File: config.mk
export PLATFORM = sky130hd
export DESIGN_NAME = lpg_div
export DESIGN_NICKNAME = d
export VERILOG_FILES = /design/src/hw/rtl/lpg_pkg.sv /design/src/hw/rtl/lpg_div.sv
export SDC_FILE = /design/constraint.sdc
export NUM_CORES = 2
export LEC_CHECK = 0
export BUFFER_PORTS_ARGS = -buffer_cell sky130_fd_sc_hd__buf_2
export CAP_MARGIN = 20
export CORE_ASPECT_RATIO = 2
export CORE_MARGIN = 8
export CORE_UTILIZATION = 65
export CTS_CLUSTER_SIZE = 25
export DETAILED_ROUTE_END_ITERATION = 12
export HOLD_SLACK_MARGIN = 0.06
export PLACE_DENSITY = 0.82
export SLEW_MARGIN = 15
export SYNTH_ARGS = -nofsm -noshare
export SYNTH_HDL_FRONTEND = slang
export SYNTH_SLANG_ARGS = --single-unit
File: constraint.sdc
create_clock -name i_clk -period 8.89 [get_ports i_clk]
set_input_delay 1.3335 -clock i_clk [delete_from_list [all_inputs] [get_ports i_clk]]
set_output_delay 1.3335 -clock i_clk [all_outputs]
set_load 0.005 [all_outputs]
File: src/hw/rtl/lpg_pkg.sv
// Shared constants and types for the luma Perlin gain pixel block.
package lpg_pkg;

    localparam int LOG_BITS = 24;
    localparam int LOG_LAT  = LOG_BITS + 1;

    localparam logic [30:0] UNIT_Q30     = 31'h4000_0000;
    localparam logic [16:0] GAIN_NEUTRAL = 17'd32768;
    localparam logic [16:0] GAIN_FULL    = 17'd65536;

    localparam logic [15:0] W709_R = 16'd13926;
    localparam logic [15:0] W709_G = 16'd46884;
    localparam logic [15:0] W709_B = 16'd4725;
    localparam logic [15:0] W601_R = 16'd19595;
    localparam logic [15:0] W601_G = 16'd38470;
    localparam logic [15:0] W601_B = 16'd7471;
    localparam logic [14:0] AVG_MUL = 15'd21845;

    typedef enum logic [1:0] {
        REG_GAIN,
        REG_MODE,
        REG_CLAMP_W,
        REG_CLAMP_B
    } t_reg_idx;

    typedef enum logic [1:0] {
        LUMA_709,
        LUMA_601,
        LUMA_AVG,
        LUMA_MAX
    } t_luma_mode;

    typedef struct packed {
        logic [4:0]          msb;
        logic [LOG_BITS-1:0] frac;
    } t_log_res;

endpackage

File: src/hw/rtl/lpg_div.sv
// Pipelined restoring divider, one quotient bit per stage, saturating quotient.
module lpg_div
    import lpg_pkg::*;
#(
    parameter int AW = 47,
    parameter int DW = 36,
    parameter int QB = 16
) (
    input  logic          i_clk,
    input  logic          i_en,
    input  logic [AW-1:0] i_num,
    input  logic [DW-1:0] i_den,
    output logic [QB-1:0] o_quo
);

    localparam int HW = (AW - QB > DW) ? AW - QB : DW;

    logic [DW-1:0] r_rem [0:QB-1];
    logic [QB-1:0] r_lo  [0:QB-1];
    logic [DW-1:0] r_den [0:QB-1];
    logic [QB-1:0] r_q   [0:QB];
    logic          r_ovf [0:QB];
    logic [HW-1:0] w_hi;

    assign w_hi = HW'(i_num >> QB);

    always_ff @(posedge i_clk) begin
        if (i_en) begin
            r_rem[0] <= DW'(w_hi);
            r_lo[0]  <= i_num[QB-1:0];
            r_den[0] <= i_den;
            r_q[0]   <= '0;
            r_ovf[0] <= w_hi >= HW'(i_den);
        end
    end

    for (genvar j = 1; j <= QB; j++) begin : g_bit
        logic [DW:0] w_t;
        logic [DW:0] w_diff;
        logic        w_ge;
        assign w_t    = {r_rem[j-1], r_lo[j-1][QB-1]};
        assign w_ge   = w_t >= {1'b0, r_den[j-1]};
        assign w_diff = w_t - {1'b0, r_den[j-1]};
        always_ff @(posedge i_clk) begin
            if (i_en) begin
                r_q[j]   <= {r_q[j-1][QB-2:0], w_ge};
                r_ovf[j] <= r_ovf[j-1];
            end
        end
        if (j < QB) begin : g_carry
            always_ff @(posedge i_clk) begin
                if (i_en) begin
                    r_rem[j] <= w_ge ? w_diff[DW-1:0] : w_t[DW-1:0];
                    r_lo[j]  <= r_lo[j-1] << 1;
                    r_den[j] <= r_den[j-1];
                end
            end
        end
    end

    assign o_quo = r_ovf[QB] ? '1 : r_q[QB];

endmodule

==> flow_summary.html <==
<table>
<tr><th>Metric</th><th>Value</th></tr>
<tr><th colspan="2">Worst setup path</th></tr>
<tr><td>Critical path capture point type</td><td>flip-flop</td></tr>
<tr><td>Cell breakdown of the critical path</td><td>inv_1, ha_1, fa_1, and4b_1, a2111oi_0, o21bai_1, o21ai_0, a21oi_1, a221oi_1, o311ai_0, nor3_1, o41ai_1, xnor2_1, mux2_2</td></tr>
<tr><td>Kind of critical path</td><td>reg -&gt; reg</td></tr>
<tr><td>Data required time of the worst path</td><td>9410 ps</td></tr>
<tr><td>Count of buffer and inverter cells on the critical path</td><td>1</td></tr>
<tr><td>Arr. time, crit path</td><td>5320 ps</td></tr>
<tr><td>Largest stage delay, worst path</td><td>670 ps</td></tr>
<tr><td>Cell family with the largest share of critical-path delay</td><td>compound AO/OA/AOI/OAI gates</td></tr>
<tr><td>Cell type of the slowest stage on the worst timing path</td><td>sky130_fd_sc_hd__a221oi_1</td></tr>
<tr><td>Highest net fanout along the worst path</td><td>4</td></tr>
<tr><td>Crit path launch type</td><td>flip-flop</td></tr>
<tr><th colspan="2">CTS</th></tr>
<tr><td>Clock sink count</td><td>1436</td></tr>
<tr><td>Clock tree from TritonCTS</td><td>built</td></tr>
<tr><td>Hold_buf cts</td><td>0</td></tr>
<tr><td>Clock Path Buffers</td><td>3</td></tr>
<tr><td>CTS H-tree lvls</td><td>4</td></tr>
<tr><td>Insertion delay of the later-clocked pin in the worst-skew pair</td><td>780 ps</td></tr>
<tr><td>Post-CTS setup-driven buffer insertion count</td><td>0</td></tr>
<tr><td>Clk pin slew, worst setup/hold paths</td><td>70 ps</td></tr>
<tr><td>Total CTS buffers</td><td>131</td></tr>
<tr><td>Post-cts gate resize count</td><td>0</td></tr>
<tr><td>CTS Root Buffer Type</td><td>sky130_fd_sc_hd__clkbuf_16</td></tr>
<tr><th colspan="2">Synth</th></tr>
<tr><td>Flip-flop and latch count after synthesis</td><td>1436</td></tr>
<tr><td>Syn Area/Cell</td><td>11.4 sq um</td></tr>
<tr><td>Distinct cell type count after synthesis</td><td>96</td></tr>
<tr><td>Post-Syn Instances</td><td>6931</td></tr>
<tr><td>Synth warn</td><td>0</td></tr>
<tr><td>Dominant register cell in the synthesized netlist</td><td>sky130_fd_sc_hd__edfxtp_1</td></tr>
<tr><td>Share of the synthesized area in compound gates (AO/OA/AOI/OAI)</td><td>15.3%</td></tr>
<tr><td>Fraction of synthesized cell area in xor and xnor cells</td><td>4.92%</td></tr>
<tr><td>Combinational family with the most area after synthesis</td><td>compound AO/OA/AOI/OAI gates</td></tr>
<tr><td>Portion of netlist area occupied by mux cells</td><td>2.03%</td></tr>
<tr><td>Proportion of register bits with asynchronous set or reset after synthesis</td><td>0%</td></tr>
<tr><td>Count of flip-flops with a built-in enable after synthesis</td><td>1436</td></tr>
<tr><td>Synthesized netlist net count</td><td>7634</td></tr>
<tr><td>Simple-gate share of the synthesized area</td><td>8.91%</td></tr>
<tr><td>Share of synthesized area occupied by flip-flops and latches</td><td>54.7%</td></tr>
<tr><td>Synthesized cell area</td><td>78900 sq um</td></tr>
<tr><td>Share of synthesized cell area in full adder, half adder and majority cells</td><td>9.94%</td></tr>
<tr><th colspan="2">Finish</th></tr>
<tr><td>Storage cell area</td><td>43100 sq um</td></tr>
<tr><td>Synthesis-to-layout area growth</td><td>8.38%</td></tr>
<tr><td>Utilization of the core after routing</td><td>70.7%</td></tr>
<tr><td>Layout Nets</td><td>7766</td></tr>
<tr><td># fillers</td><td>8511</td></tr>
<tr><td>Commonest cells after routing, fill and taps aside</td><td>1436 x sky130_fd_sc_hd__edfxtp_1, 749 x sky130_fd_sc_hd__inv_1, 603 x sky130_fd_sc_hd__a21oi_1, 603 x sky130_fd_sc_hd__ha_1, 493 x sky130_fd_sc_hd__nand2_1</td></tr>
<tr><td>Layout cell share with drive strength beyond 1</td><td>7.31%</td></tr>
<tr><td>Most frequent standard cell in the layout excluding fill and tap cells</td><td>sky130_fd_sc_hd__edfxtp_1</td></tr>
<tr><td>Multi-input logic area</td><td>32500 sq um</td></tr>
<tr><th colspan="2">Pwr</th></tr>
<tr><td>Total power density per cell area</td><td>336 nW/um^2</td></tr>
<tr><td>Total power consumption of the routed design</td><td>28.7 mW</td></tr>
<tr><td>Cell leakage power</td><td>35.5 nW</td></tr>
<tr><td>Max rail drop VDD</td><td>316 uV</td></tr>
<tr><th colspan="2">Routing</th></tr>
<tr><td>Detailed-route wire length</td><td>188 mm</td></tr>
<tr><td>Drt first pass iters</td><td>8</td></tr>
<tr><td>Post-route ant nets</td><td>0</td></tr>
<tr><td>Via density per instance</td><td>6.25</td></tr>
<tr><td>Overall via count from detail_route</td><td>54544</td></tr>
<tr><td>Average wire length per cell after detail routing</td><td>21.5 um</td></tr>
<tr><td>Number of DRC markers in iteration 0</td><td>5636</td></tr>
<tr><td>DRC viols</td><td>0</td></tr>
<tr><th colspan="2">Place</th></tr>
<tr><td>Detailed placer's ending HPWL</td><td>137 mm</td></tr>
<tr><td>Number of port buffers</td><td>100</td></tr>
<tr><td>Gpl congestion</td><td>0.967</td></tr>
<tr><th colspan="2">Run</th></tr>
<tr><td>Max-capacitance violation count</td><td>0</td></tr>
<tr><th colspan="2">STA</th></tr>
<tr><td>Fmax</td><td>0.208 GHz</td></tr>
<tr><td>Post-Route Skew</td><td>30.1 ps</td></tr>
<tr><td>Ratio of final minimum period to clock period</td><td>54.0%</td></tr>
<tr><td>Final setup violation count</td><td>0</td></tr>
<tr><td>RSZ-0062 raised after global routing</td><td>no</td></tr>
<tr><td>Fin. Hold Viols</td><td>0</td></tr>
<tr><td>Post-route setup TNS</td><td>0 ps</td></tr>
<tr><td>Slew at the pin closest to its max-slew limit</td><td>1180 ps</td></tr>
<tr><td>Tightest slew margin relative to the limit</td><td>21.3%</td></tr>
<tr><td>Final Max Slew Viols</td><td>0</td></tr>
<tr><td>Final critical-path required period</td><td>4800 ps</td></tr>
<tr><th colspan="2">Global routing</th></tr>
<tr><td>Pin count of the biggest net entering global routing</td><td>200</td></tr>
<tr><td>Total congestion overflow</td><td>0</td></tr>
<tr><td>Number of antenna violations at the first check in global routing</td><td>8</td></tr>
<tr><td>Via count of the first global-routing pass</td><td>53258</td></tr>
<tr><td>Global Route Usage Sum</td><td>27.6%</td></tr>
<tr><td>First-pass GRT wire length</td><td>294 mm</td></tr>
<tr><th colspan="2">Floorplanning</th></tr>
<tr><td>Starting utilization of the core area</td><td>65.2%</td></tr>
<tr><td>Core Footprint</td><td>121000 sq um</td></tr>
<tr><td>Overall die width</td><td>262 um</td></tr>
<tr><td>Height of the chip</td><td>509 um</td></tr>
<tr><td>Io pins</td><td>101</td></tr>
<tr><td>Core Rows</td><td>181</td></tr>
<tr><td>Die ar.</td><td>133000 sq um</td></tr>
<tr><th colspan="2">Min path</th></tr>
<tr><td>Hold Path Class</td><td>reg -&gt; reg</td></tr>
<tr><th colspan="2">Outcome</th></tr>
<tr><td>Run status</td><td>completed</td></tr>
</table>
-- Yosys cell counts, types with 15 or more instances --
cell type | instances | share of area [%]
sky130_fd_sc_hd__edfxtp_1 | 1436 | 55
sky130_fd_sc_hd__inv_1 | 749 | 3.6
sky130_fd_sc_hd__a21oi_1 | 603 | 3.8
sky130_fd_sc_hd__ha_1 | 603 | 9.6
sky130_fd_sc_hd__nand2_1 | 494 | 2.4
sky130_fd_sc_hd__o21ai_0 | 473 | 3.0
sky130_fd_sc_hd__nor2_1 | 374 | 1.8
sky130_fd_sc_hd__a21o_1 | 328 | 3.1
sky130_fd_sc_hd__xnor2_1 | 254 | 2.8
sky130_fd_sc_hd__xor2_1 | 189 | 2.1
sky130_fd_sc_hd__mux2_2 | 107 | 1.5
sky130_fd_sc_hd__clkbuf_1 | 101 | 0.48
sky130_fd_sc_hd__nand3_1 | 96 | 0.61
sky130_fd_sc_hd__nand2b_1 | 78 | 0.62
sky130_fd_sc_hd__nor2b_1 | 78 | 0.62
sky130_fd_sc_hd__nand4_1 | 75 | 0.59
sky130_fd_sc_hd__o21bai_1 | 68 | 0.65
sky130_fd_sc_hd__o21a_1 | 66 | 0.63
sky130_fd_sc_hd__and3_1 | 63 | 0.50
sky130_fd_sc_hd__nor3_1 | 58 | 0.37
sky130_fd_sc_hd__a31oi_1 | 55 | 0.44
sky130_fd_sc_hd__a211oi_1 | 54 | 0.51
sky130_fd_sc_hd__o31ai_1 | 42 | 0.40
sky130_fd_sc_hd__or2_2 | 34 | 0.27
sky130_fd_sc_hd__buf_2 | 26 | 0.16
sky130_fd_sc_hd__mux2_1 | 24 | 0.34
sky130_fd_sc_hd__and4_1 | 23 | 0.26
sky130_fd_sc_hd__nor4_1 | 20 | 0.16
sky130_fd_sc_hd__o211ai_1 | 20 | 0.19
sky130_fd_sc_hd__and2_1 | 19 | 0.15
sky130_fd_sc_hd__o31a_1 | 18 | 0.20
sky130_fd_sc_hd__or3_1 | 18 | 0.14
sky130_fd_sc_hd__a21boi_0 | 15 | 0.14
sky130_fd_sc_hd__a31o_2 | 15 | 0.17
sky130_fd_sc_hd__fa_1 | 15 | 0.38
-- power by group --
group | switching (mW) | internal (mW)
Sequential | 0.962 | 9.67
Clock | 2.62 | 3.18
Combinational | 7.21 | 5.07
-- routing by layer --
metal | routed length, um | vias up | share of wire, % | GRT usage, %
met5 | 15 | - | 0.0080 | 0
met4 | 5030 | 2 | 2.7 | 7.77
met3 | 13100 | 366 | 7.0 | 4.48
met2 | 89400 | 2067 | 48 | 45.9
met1 | 80100 | 26472 | 43 | 37.7
li1 | - | 25637 | - | -
-- kinds of logic (layout without fill, tap and decap cells) --
kind of cell / after synthesis / after routing
multiplexers: 144 / 144
XOR/XNOR: 443 / 443
AND/OR/NAND/NOR: 1478 / 1478
AO/OA/AOI/OAI: 1925 / 1925
flip-flops: 1436 / 1436
buffers and inverters: 887 / 1124
adder cells (fa/ha/maj): 618 / 618
other: 0 / 5
-- area by class of cell --
type | instances | share of cell area, %
sequential | 1436 | 50.4
multi-input combinational | 4608 | 38.0
clock buffer | 155 | 4.01
inverter | 751 | 3.30
tap | 1555 | 2.28
clock inverter | 83 | 1.00
timing repair buffer | 135 | 0.954
antenna | 5 | 0.0146
-- sequential cells by signal (all words and copies together), names as in the netlist --
signal / cells
r_q: 136
r_den: 576
r_lo: 136
r_ovf: 17
r_rem: 571
-- through the flow --
stage | area (sq um) | cells | hold slack (ps) | setup slack (ps)
floorplan | 78900 | 6931 | 400 | 5350
global placement | 81200 | 8485 | 400 | 4430
detailed placement | 81200 | 8485 | 405 | 4310
CTS | 85500 | 8723 | 415 | 4240
global route | 85500 | 8724 | 418 | 3680
finish | 85500 | 8728 | 414 | 4090
-- worst reg2reg max path, cell delays in order (launching register included) --
cell and delay [ps]:
sky130_fd_sc_hd__edfxtp_1 360, sky130_fd_sc_hd__inv_1 80, sky130_fd_sc_hd__ha_1 180, sky130_fd_sc_hd__fa_1 250, sky130_fd_sc_hd__and4b_1 220, sky130_fd_sc_hd__a2111oi_0 570, sky130_fd_sc_hd__o21bai_1 240, sky130_fd_sc_hd__o21ai_0 370
sky130_fd_sc_hd__a21oi_1 220, sky130_fd_sc_hd__a221oi_1 670, sky130_fd_sc_hd__o311ai_0 270, sky130_fd_sc_hd__nor3_1 560, sky130_fd_sc_hd__o41ai_1 160, sky130_fd_sc_hd__xnor2_1 150, sky130_fd_sc_hd__mux2_2 280
-- final timing paths --
check	start	endpoint	slack, ps	depth (start not counted)
min reg2reg	r_q[13][4]$_DFFE_PP_	r_q[14][5]$_DFFE_PP_	410	0
max	r_lo[0][15]$_DFFE_PP_	r_rem[0][66]$_DFFE_PP_	4090	14
min	r_q[13][4]$_DFFE_PP_	r_q[14][5]$_DFFE_PP_	410	0
max reg2reg	r_lo[0][15]$_DFFE_PP_	r_rem[0][66]$_DFFE_PP_	4090	14
Note: power is estimated with default switching activity, not from simulation.
